[src/hw/rtl/iiq_pkg.sv]
// iiq_pkg: shared types, sizes and codes for the indexed insert queue.
// Depends on nothing; used by indexed_insert_queue.sv and the testbench.
package iiq_pkg;

    localparam int CAPACITY = 16;
    localparam int AW       = $clog2(CAPACITY);
    localparam int CW       = $clog2(CAPACITY + 1);
    localparam int DATA_W   = 32;
    localparam int CMD_W    = 3;
    localparam int POS_W    = 4;
    localparam int ST_W     = 2;
    localparam int FILL_W   = 5;
    localparam int CMPW     = (CW > POS_W) ? CW : POS_W;

    localparam logic [CMD_W-1:0] CMD_PUSH   = 3'd0;
    localparam logic [CMD_W-1:0] CMD_PULL   = 3'd1;
    localparam logic [CMD_W-1:0] CMD_PEEK   = 3'd2;
    localparam logic [CMD_W-1:0] CMD_INSERT = 3'd3;
    localparam logic [CMD_W-1:0] CMD_CLEAR  = 3'd4;

    localparam logic [ST_W-1:0] ST_OK    = 2'd0;
    localparam logic [ST_W-1:0] ST_EMPTY = 2'd1;
    localparam logic [ST_W-1:0] ST_RANGE = 2'd2;
    localparam logic [ST_W-1:0] ST_FULL  = 2'd3;

    typedef struct packed {
        logic [CMD_W-1:0]         cmd;
        logic signed [DATA_W-1:0] value;
        logic [POS_W-1:0]         position;
    } t_cmd_beat;

    typedef struct packed {
        logic signed [DATA_W-1:0] read_value;
        logic [ST_W-1:0]          status;
        logic [FILL_W-1:0]        fill_count;
    } t_result_beat;

    // logical index (0 = head) to physical slot of the circular store
    function automatic logic [AW-1:0] phys_addr(input logic [AW-1:0] head,
                                                input logic [CW-1:0] idx);
        logic [CW:0] sum;
        sum = (CW+1)'(head) + (CW+1)'(idx);
        if (sum >= (CW+1)'(CAPACITY)) begin
            sum = sum - (CW+1)'(CAPACITY);
        end
        return AW'(sum);
    endfunction

endpackage

[src/hw/rtl/iiq_ram.sv]
// iiq_ram: simple dual-port RAM, one write and one registered read per cycle.
// Depends on nothing.
module iiq_ram #(
    parameter int DEPTH = 16,
    parameter int WIDTH = 32
) (
    input  logic                     i_clk,
    input  logic                     i_we,
    input  logic [$clog2(DEPTH)-1:0] i_waddr,
    input  logic [WIDTH-1:0]         i_wdata,
    input  logic [$clog2(DEPTH)-1:0] i_raddr,
    output logic [WIDTH-1:0]         o_rdata
);

    logic [WIDTH-1:0] r_mem [DEPTH];
    logic [WIDTH-1:0] r_rdata;

    always_ff @(posedge i_clk) begin
        if (i_we) begin
            r_mem[i_waddr] <= i_wdata;
        end
        r_rdata <= r_mem[i_raddr];
    end

    assign o_rdata = r_rdata;

endmodule

[src/hw/rtl/indexed_insert_queue.sv]
// indexed_insert_queue: bounded queue with push, pull, peek, positional insert, clear.
// Depends on iiq_pkg and iiq_ram (circular entry store).
//
//  channel   handshake              payload
//  command   start & !busy          i_item   (t_cmd_beat)
//  result    o_valid, one cycle     o_result (t_result_beat)
//
// Push, clear, tail insert, unused codes, failed commands: result the cycle after acceptance, busy stays low.
// Pull and peek: the RAM read is issued at acceptance and S_READ registers its read data as the result.
// Insert: S_SHIFT moves one entry per cycle through the RAM, then S_PLACE writes the new value.
// Reset clears state, count, head and the control flags; the store needs no clearing pass.
// The receiver cannot stall; each result beat is shown for exactly one cycle.
module indexed_insert_queue (
    input  logic                  i_clk,
    input  logic                  i_rst_n,
    input  logic                  start,
    output logic                  busy,
    input  iiq_pkg::t_cmd_beat    i_item,
    output logic                  o_valid,
    output iiq_pkg::t_result_beat o_result
);

    typedef enum logic [1:0] {S_IDLE, S_READ, S_SHIFT, S_PLACE} t_state;

    t_state                       r_state, n_state;
    logic [iiq_pkg::AW-1:0]       r_head, n_head;
    logic [iiq_pkg::CW-1:0]       r_count, n_count;
    logic [iiq_pkg::CW-1:0]       r_rd_idx, n_rd_idx;
    logic                         r_rd_go, n_rd_go;
    logic [iiq_pkg::CW-1:0]       r_wr_idx, n_wr_idx;
    logic                         r_wr_pend, n_wr_pend;
    logic [iiq_pkg::CW-1:0]       r_pos, n_pos;
    logic [iiq_pkg::DATA_W-1:0]   r_value, n_value;
    logic                         r_valid, n_valid;
    iiq_pkg::t_result_beat        r_result, n_result;

    logic                         ram_we;
    logic [iiq_pkg::AW-1:0]       ram_waddr, ram_raddr;
    logic [iiq_pkg::DATA_W-1:0]   ram_wdata, ram_rdata;

    logic                         accept;
    logic                         full;
    logic [iiq_pkg::CMPW-1:0]     pos_ext, cnt_ext;
    logic [iiq_pkg::CW-1:0]       pos_t;

    assign accept  = start && (r_state == S_IDLE);
    assign full    = (r_count == iiq_pkg::CW'(iiq_pkg::CAPACITY));
    assign pos_ext = iiq_pkg::CMPW'(i_item.position);
    assign cnt_ext = iiq_pkg::CMPW'(r_count);
    assign pos_t   = iiq_pkg::CW'(i_item.position);

    iiq_ram #(
        .DEPTH(iiq_pkg::CAPACITY),
        .WIDTH(iiq_pkg::DATA_W)
    ) u_ram (
        .i_clk   (i_clk),
        .i_we    (ram_we),
        .i_waddr (ram_waddr),
        .i_wdata (ram_wdata),
        .i_raddr (ram_raddr),
        .o_rdata (ram_rdata)
    );

    always_comb begin
        n_state   = r_state;
        n_head    = r_head;
        n_count   = r_count;
        n_rd_idx  = r_rd_idx;
        n_rd_go   = r_rd_go;
        n_wr_idx  = r_wr_idx;
        n_wr_pend = r_wr_pend;
        n_pos     = r_pos;
        n_value   = r_value;
        n_valid   = 1'b0;
        n_result  = r_result;
        ram_we    = 1'b0;
        ram_waddr = iiq_pkg::phys_addr(r_head, r_wr_idx);
        ram_wdata = ram_rdata;
        ram_raddr = iiq_pkg::phys_addr(r_head, r_rd_idx);

        unique case (r_state)
            S_IDLE: begin
                if (accept) begin
                    n_valid             = 1'b1;
                    n_result.read_value = '0;
                    n_result.status     = iiq_pkg::ST_OK;
                    n_result.fill_count = iiq_pkg::FILL_W'(r_count);
                    unique case (i_item.cmd)
                        iiq_pkg::CMD_PUSH: begin
                            if (full) begin
                                n_result.status = iiq_pkg::ST_FULL;
                            end else begin
                                ram_we    = 1'b1;
                                ram_waddr = iiq_pkg::phys_addr(r_head, r_count);
                                ram_wdata = i_item.value;
                                n_count   = r_count + iiq_pkg::CW'(1);
                                n_result.fill_count = iiq_pkg::FILL_W'(n_count);
                            end
                        end
                        iiq_pkg::CMD_PULL: begin
                            if (r_count == '0) begin
                                n_result.status = iiq_pkg::ST_EMPTY;
                            end else begin
                                n_valid   = 1'b0;
                                ram_raddr = r_head;
                                n_head    = iiq_pkg::phys_addr(r_head, iiq_pkg::CW'(1));
                                n_count   = r_count - iiq_pkg::CW'(1);
                                n_state   = S_READ;
                            end
                        end
                        iiq_pkg::CMD_PEEK: begin
                            if (pos_ext < cnt_ext) begin
                                n_valid   = 1'b0;
                                ram_raddr = iiq_pkg::phys_addr(r_head, pos_t);
                                n_state   = S_READ;
                            end else begin
                                n_result.status = iiq_pkg::ST_RANGE;
                            end
                        end
                        iiq_pkg::CMD_INSERT: begin
                            if (full) begin
                                n_result.status = iiq_pkg::ST_FULL;
                            end else if (pos_ext != '0 && pos_ext >= cnt_ext) begin
                                n_result.status = iiq_pkg::ST_RANGE;
                            end else if (pos_t == r_count) begin
                                ram_we    = 1'b1;
                                ram_waddr = iiq_pkg::phys_addr(r_head, pos_t);
                                ram_wdata = i_item.value;
                                n_count   = r_count + iiq_pkg::CW'(1);
                                n_result.fill_count = iiq_pkg::FILL_W'(n_count);
                            end else begin
                                n_valid   = 1'b0;
                                n_rd_idx  = r_count - iiq_pkg::CW'(1);
                                n_rd_go   = 1'b1;
                                n_wr_pend = 1'b0;
                                n_pos     = pos_t;
                                n_value   = i_item.value;
                                n_state   = S_SHIFT;
                            end
                        end
                        iiq_pkg::CMD_CLEAR: begin
                            n_count             = '0;
                            n_result.fill_count = '0;
                        end
                        default: begin
                        end
                    endcase
                end
            end
            S_READ: begin
                n_valid             = 1'b1;
                n_result.read_value = ram_rdata;
                n_result.status     = iiq_pkg::ST_OK;
                n_result.fill_count = iiq_pkg::FILL_W'(r_count);
                n_state             = S_IDLE;
            end
            S_SHIFT: begin
                // read idx k while writing idx k+2 from the previous read
                ram_we = r_wr_pend;
                if (r_rd_go) begin
                    n_wr_pend = 1'b1;
                    n_wr_idx  = r_rd_idx + iiq_pkg::CW'(1);
                    if (r_rd_idx == r_pos) begin
                        n_rd_go = 1'b0;
                    end else begin
                        n_rd_idx = r_rd_idx - iiq_pkg::CW'(1);
                    end
                end else begin
                    n_wr_pend = 1'b0;
                    n_state   = S_PLACE;
                end
            end
            S_PLACE: begin
                ram_we              = 1'b1;
                ram_waddr           = iiq_pkg::phys_addr(r_head, r_pos);
                ram_wdata           = r_value;
                n_count             = r_count + iiq_pkg::CW'(1);
                n_valid             = 1'b1;
                n_result.read_value = '0;
                n_result.status     = iiq_pkg::ST_OK;
                n_result.fill_count = iiq_pkg::FILL_W'(n_count);
                n_state             = S_IDLE;
            end
            default: begin
                n_state = S_IDLE;
            end
        endcase
    end

    always_ff @(posedge i_clk) begin
        if (!i_rst_n) begin
            r_state   <= S_IDLE;
            r_head    <= '0;
            r_count   <= '0;
            r_rd_go   <= 1'b0;
            r_wr_pend <= 1'b0;
            r_valid   <= 1'b0;
        end else begin
            r_state   <= n_state;
            r_head    <= n_head;
            r_count   <= n_count;
            r_rd_go   <= n_rd_go;
            r_wr_pend <= n_wr_pend;
            r_valid   <= n_valid;
        end
        r_rd_idx <= n_rd_idx;
        r_wr_idx <= n_wr_idx;
        r_pos    <= n_pos;
        r_value  <= n_value;
        r_result <= n_result;
    end

    assign busy     = (r_state != S_IDLE);
    assign o_valid  = r_valid;
    assign o_result = r_result;

    a_count_bound: assert property (@(posedge i_clk) disable iff (!i_rst_n)
        r_count <= iiq_pkg::CW'(iiq_pkg::CAPACITY))
        else $error("entry count beyond capacity");

    a_push_full: assert property (@(posedge i_clk) disable iff (!i_rst_n)
        accept && i_item.cmd == iiq_pkg::CMD_PUSH && full
        |=> o_valid && o_result.status == iiq_pkg::ST_FULL && $stable(r_count))
        else $error("push into full queue not refused");

    a_clear: assert property (@(posedge i_clk) disable iff (!i_rst_n)
        accept && i_item.cmd == iiq_pkg::CMD_CLEAR |=> o_valid && o_result.fill_count == '0)
        else $error("clear did not empty the queue");

    a_shift_order: assert property (@(posedge i_clk) disable iff (!i_rst_n)
        r_state == S_SHIFT && r_rd_go |-> r_rd_idx >= r_pos && r_rd_idx < r_count)
        else $error("shift read index outside the moved range");

endmodule

[config.mk]
export PLATFORM = sky130hd
export DESIGN_NAME = indexed_insert_queue
export DESIGN_NICKNAME = d
export VERILOG_FILES = /design/src/hw/rtl/iiq_pkg.sv /design/src/hw/rtl/iiq_ram.sv /design/src/hw/rtl/indexed_insert_queue.sv
export SDC_FILE = /design/constraint.sdc
export NUM_CORES = 1
export LEC_CHECK = 0
export BUFFER_PORTS_ARGS = -buffer_cell sky130_fd_sc_hd__buf_4
export CAP_MARGIN = 20
export CORE_MARGIN = 1
export CORE_UTILIZATION = 42
export DETAILED_ROUTE_END_ITERATION = 8
export MAX_ROUTING_LAYER = met4
export SYNTH_ARGS = -nofsm -noshare
export SYNTH_HDL_FRONTEND = slang
export SYNTH_SLANG_ARGS = --single-unit
export TNS_END_PERCENT = 50
[constraint.sdc]
create_clock -name i_clk -period 4 [get_ports i_clk]
set_input_delay 0.2 -clock i_clk [delete_from_list [all_inputs] [get_ports i_clk]]
set_output_delay 0.2 -clock i_clk [all_outputs]
set_load 0.02 [all_outputs]
== Word level (Yosys, flattened, before mapping) ==
Memory sizes are Yosys's and may differ from the RTL's. A register that Yosys moved wholly into a read port is not among the register bits.
Index checks and enable logic that the tools add are counted.

* Flip-flop bits (word level): 99
* RAM bits: 512
* Bits of input ports: 42
* Output and inout port bits: 41
* Logic and storage cells: 176
* Memories kept: 1

* $add $sub $neg: 16
* $lt $le $gt $ge: 8
* Eq/ne operators: 25
* Muxes and demuxes: 90
* Bitwise operators: 4
* Reductions and logical operators: 19

{| class="wikitable"
|+ Memories
! memory !! depth !! width !! rd ports !! clocked after Yosys merged registers in !! wr ports !! RTL line !! text
|-
| u_ram.r_mem || 16 || 32 || 1 || 1 || 1 || iiq_ram.sv:15 || <nowiki>logic [WIDTH-1:0] r_mem [DEPTH];</nowiki>
|}

{| class="wikitable"
|+ Operator list
! operator !! number
|-
| $mux 32 || 5
|-
| $pmux 32 s2 || 2
|-
| $pmux 39 s3 || 1
|-
| $mux 5 || 13
|-
| $mux 4 || 15
|-
| $mux 39 || 1
|-
| $mux 1 || 26
|-
| $pmux 4 s2 || 3
|-
| $sub 4x1->4 const B || 6
|-
| $mux 2 || 11
|-
| $pmux 5 s2 || 2
|-
| $pmux 5 s4 || 1
|-
| $add 4x5->6 || 3
|-
| $ge 6x5->1 const B || 3
|-
| $reduce_and 8->1 || 2
|-
| $ge 5x5->1 const B || 3
|-
| $ne 3x3->1 const B || 5
|-
| $pmux 5 s3 || 1
|-
| $ne 2x2->1 const B || 7
|-
| $pmux 2 s3 || 2
|-
| $reduce_and 6->1 || 2
|-
| $add 4x4->5 || 2
|-
| $add 5x1->5 const B || 2
|-
| $sub 5x1->5 const B || 2
|-
| 28 further kinds || 42
|}

== Depth between registers and ports, before layout ==
* Depth after elaboration: 9
* Gate-level depth with buffers: 14
* Depth with buffers taken out: 10

== Cells and area by module ==
From an unflattened synthesis, not the netlist that was laid out.

* Cells, all modules: 1,494
* Area total of the unflattened synthesis: 26,466.6 µm²

{| class="wikitable"
|+ Modules (own cells, without submodules)
! module !! times used !! cells an instance !! area an instance (µm²) !! seq. area each (µm²)
|-
| iiq_ram || 1 || 838 || 19,835.3 || 16,015.4
|-
| indexed_insert_queue || 1 || 656 || 6,631.4 || 2,802.7
|}

== Least setup slack after synthesis ==
OpenSTA, ideal clock, no wires.

* Path kind: flip-flop to flip-flop
* Start point: register r_count (netlist bit cnt_ext[1])
* End point: register r_rd_idx[0] (netlist bit) (enable)
* Setup time: 0.361 ns
* Arrival time: 4.056 ns
* Data required time: 3.639 ns
* Slack: -0.417 ns
* Cell stages (with the launch flop): 9
* Path buffers: 0
* Period minus slack after synthesis: 4.417 ns
* Cells stage by stage: dfxtp_1 -> inv_1 -> ha_1 -> and4b_1 -> a211oi_2 -> nor2_1 -> a21oi_1 -> nor2_1 -> a21oi_1

* Longest elaborated chain between the ends: 4
* Elaborated cells between the ends (all ways): 8
* Classes of those cells: 1 x order compare; 5 x eq/ne; 2 x reduce/logical

{| class="wikitable"
|+ RTL lines
! element !! RTL line !! text
|-
| start, declared || indexed_insert_queue.sv:27 || <nowiki>logic [iiq_pkg::CW-1:0] r_count, n_count;</nowiki>
|-
| start signal, assigned || indexed_insert_queue.sv:201 || <nowiki>r_count <= n_count;</nowiki>
|-
| $ge 4x5->1 || indexed_insert_queue.sv:123 || <nowiki>end else if (pos_ext != '0 && pos_ext >= cnt_ext) begin</nowiki>
|-
| $logic_and 1x1->1 || indexed_insert_queue.sv:123 ||
|-
| $ne 2x2->1 (no line) || -- ||
|-
| $reduce_and 8->1 (no line) * || -- ||
|-
| end signal, assigned || indexed_insert_queue.sv:206 || <nowiki>r_rd_idx <= n_rd_idx;</nowiki>
|-
| end, declared || indexed_insert_queue.sv:28 || <nowiki>logic [iiq_pkg::CW-1:0] r_rd_idx, n_rd_idx;</nowiki>
|}

Every way passes the cells marked *; elsewhere a longest branch is shown, timed or not.
A chain may end at the register's enable or synchronous reset.

== Final worst setup path ==
* Start point: register r_count (netlist bit cnt_ext[3])
* End point: memory u_ram.r_mem[7][13] (enable)

* Longest elaborated chain between the ends: 9
* Elaborated cells between the ends (all ways): 24
* Classes of those cells: 2 x add/sub; 2 x order compare; 2 x eq/ne; 17 x mux; 1 x reduce/logical

{| class="wikitable"
|+ RTL lines
! element !! RTL line
|-
| parallel branches: the longest is 9 deep, another holds $add 4x5->6 || --
|-
| end, declared || iiq_ram.sv:15
|}

Several ways; the timed one is not identified.

==> impl_metrics.toml <==
[hold_path]
hold_class = "input port to flip-flop"
min_from = "start"
min_to = "r_state[1]"
holdPathStages = 4

[global_route]
grt_pass1_wl_um = 105000
grtUsageTotal_pct = 22.0
grt_pass1_vias = 16600
antenna_found_initial = 2
grt_start_max_net_pins = 67
grt.overflow.total = 0

[timing]
rsz0062_at_grt = "no"
worstMarginPinSlew_ns = 1.04
period_minus_slack_ns = 3.69
drv_slew = 0
relSlewSlack_pct = 30.6
setup_viol = 0
fin_skew_ns = 0.0242
period_share_pct = 92.2
max_freq_ghz = 0.271
finalHoldViolCount = 0
hold_slack_ns = 0.133

[synthesis]
synth.area.top_cells = "edfxtp_1, mux2i_1, o211ai_1"
ys_seq_area_share_pct = 68.8
avgSynthCellArea_um2 = 14.8
syn_inst = 1843
ys_warn_count = 0
syn_area_mm2 = 0.0274
synth_top_area_cell = "edfxtp_1"
synth-edff-count = 596
synth_nets = 1919
yosysTopAreaCellShare_pct = 65.4
ys_ff_latch = 642
async_flop_share_pct = 0
synth.distinct_cells = 76
synth-main-ff-cell = "edfxtp_1"

[setup_path]
regToRegEndpoint = "u_ram.r_mem[7][13]"
required_ns = 4.33
path_max_fanout = 14
r2r_cells = 12
reg2reg_from = "cnt_ext[3]"
crit_type = "flip-flop to flip-flop"
cp-start-kind = "flip-flop"
crit_arrival_ns = 4.02
endpoint_kind = "flip-flop"
r2r_slack_ns = 0.31

[cells_and_area]
drive_gt1_share_pct = 17.9
antenna_cells = 0
fill_cells = 5452
syn2layout_area_growth_pct = 18.2
finalNetCount = 2099
regArea_mm2 = 0.0188
multi_input_area_mm2 = 0.00805
final_area_mm2 = 0.0323

[placement]
place_area_mm2 = 0.0298
place_congestion = 0.951
dp.final_hpwl_um = 44200
portBuffers = 82

[drt]
drt.antenna.violating_nets = 0
vias = 16400
firstDrtPassIters = 5
wire_per_inst_um = 24.0
first_iter_violations = 1503
wl_um = 70500
viasPerCell = 5.60
drc = 0

[clock_tree]
cts_sinks = 642
clk_pin_slew_ns = 0.06
insertion_delay_ns = 0.63
post_cts_buffers = 0
cts_tree = "built"
cts_hold_buf = 37
cts_buffers = 69
cts_htree_levels = 3
cts_resized = 0
cts-root-buf = "clkbuf_16"
clockBufferDepth = 3

[die]
die_w_um = 257
die_area_mm2 = 0.0662
io_pins = 83
core_area_mm2 = 0.0645
start_util_pct = 42.4
die_y_um = 257
rows = 93

[power_and_ir_drop]
clkPwrFrac_pct = 31.5
p_sw_mw = 5.80
power_frac_comb_pct = 22.5
p_per_area_mw_per_mm2 = 603
p_int_mw = 13.7
irDropWorstVdd_uv = 386
leakage_nw = 11.3
pwr-share-seq_pct = 46.0
swShare_pct = 29.7

[run_status]
status = "complete, no violations"

[job]
cap_violations = 0
## cells in the mapped netlist, types with 3 or more instances
cell      count
edfxtp_1    596
nand2_1     165
mux2i_1     138
o211ai_1    129
mux2_1       83
a21oi_1      69
clkbuf_1     55
nor2_1       50
dfxtp_1      46
mux2_2       43
inv_1        39
and2_1       38
nand4_1      35
ha_1         29
buf_2        25
nor2b_1      24
xnor2_1      20
o21ai_0      19
o22ai_1      19
a22oi_1      18
buf_4        18
a222oi_1     16
a22o_1       16
buf_1        14
nor3_1       14
nand3_1      11
xor2_1       11
nand2b_1      9
a21o_1        8
a211oi_1      7
a221oi_1      5
fa_1          5
o21ai_1       5
o221ai_1      5
a31oi_1       4
and3_1        3
nor3b_1       3
o21a_1        3
o31ai_1       3
## layer usage
metal	vias up	global-route usage, %	wire length, um
met2	579	34.4	33500
met1	8233	29.0	30400
li1	7507	-	-
met5	-	-	0
met4	0	7.56	1890
met3	107	3.69	4690
## power by group through the flow
stage / clock (mW) / sequential (mW) / combinational [mW]
after detailed placement: 0 / 9.08 / 4.36
after CTS: 6.28 / 8.96 / 4.41
after global routing: 6.52 / 9.00 / 4.73
after global placement: 0 / 9.08 / 4.31
final: 6.14 / 8.96 / 4.39
after floorplan: 0 / 9.22 / 2.30
## stage by stage
stage	std cells	TNS [ns]	power, mW	utilization [%]	setup WS, ns
detailed placement	2770	0	13.4	46.2	0.428
CTS	2933	0	19.6	50.2	0.381
finish	2933	0	19.5	50.2	0.312
global placement	2770	0	13.4	46.2	0.444
global route	2933	0	20.2	50.2	0.165
floorplan	1843	-21.04	11.5	-	-0.121
## critical path, stage by stage (launching register included)
cell and delay [ns]:
dfxtp_1 0.33, inv_1 0.12, ha_1 0.37, nand3_1 0.20
nor3_1 0.26, buf_4 0.22, nor2_1 0.05, a211oi_1 0.21
a221oi_1 0.08, o21ai_1 0.43, nand2_1 0.36, nor2b_4 0.52
buf_12 0.22
## registers in the layout, summed over array words and instances (netlist names)
| signal | flops |
|---|---|
| o_result | 39 |
| r_wr_idx | 4 |
| u_ram.r_mem | 512 |
| u_ram.o_rdata | 32 |
| o_valid | 1 |
| cnt_ext | 5 |
| r_value | 32 |
| r_state | 2 |
| r_rd_idx | 5 |
| r_wr_pend | 1 |
| r_head | 4 |
| r_pos | 4 |
| r_rd_go | 1 |
## cells in the final DEF (no fill, tap or decap), types with 12 or more instances in the layout
| master | n |
|---|---|
| mux2_1 | 83 |
| and2_1 | 36 |
| nor2_1 | 35 |
| o21ai_0 | 19 |
| xnor2_1 | 20 |
| mux2i_1 | 138 |
| dlygate4sd3_1 | 37 |
| nand2_1 | 165 |
| inv_1 | 39 |
| nor2b_1 | 20 |
| buf_4 | 160 |
| buf_12 | 25 |
| a22oi_1 | 18 |
| nor3_1 | 13 |
| nand4_1 | 35 |
| a21oi_1 | 67 |
| o22ai_1 | 19 |
| a22o_1 | 16 |
| dfxtp_1 | 46 |
| clkbuf_16 | 70 |
| nor2_4 | 12 |
| mux2_2 | 43 |
| ha_1 | 27 |
| clkbuf_1 | 28 |
| o211ai_1 | 129 |
| edfxtp_1 | 596 |
| a222oi_1 | 16 |
## worst max-delay path by stage
stage / cells past startpoint / endpoint / startpoint
5_1_grt: 12 / u_ram.r_mem[7][19] / cnt_ext[3]
3_5_place_dp: 12 / u_ram.r_mem[7][11] / cnt_ext[3]
3_3_place_gp: 12 / u_ram.r_mem[7][16] / cnt_ext[3]
2_1_floorplan: 10 / u_ram.r_mem[12][0] / cnt_ext[0]
6_report: 12 / u_ram.r_mem[7][13] / cnt_ext[3]
4_1_cts: 12 / u_ram.r_mem[7][20] / cnt_ext[3]
## cells by family after synthesis
family / share of synthesized area (%)
AND/OR/NAND/NOR: 6.74
flip-flops: 68.8
multiplexers: 10.2
buffers and inverters: 2.49
AO/OA/AOI/OAI: 9.09
adder cells (fa/ha/maj): 1.69
XOR/XNOR: 0.992
## final cells by class
type,count,share of cell area [%]
Sequential cell,642,58.2
Multi-Input combinational cell,1048,24.9
Timing Repair Buffer,222,6.41
Clock buffer,105,6.04
Tap cell,855,3.31
Clock inverter,21,0.689
Inverter,40,0.464
No activity file was read; power rests on OpenSTA's default activity.
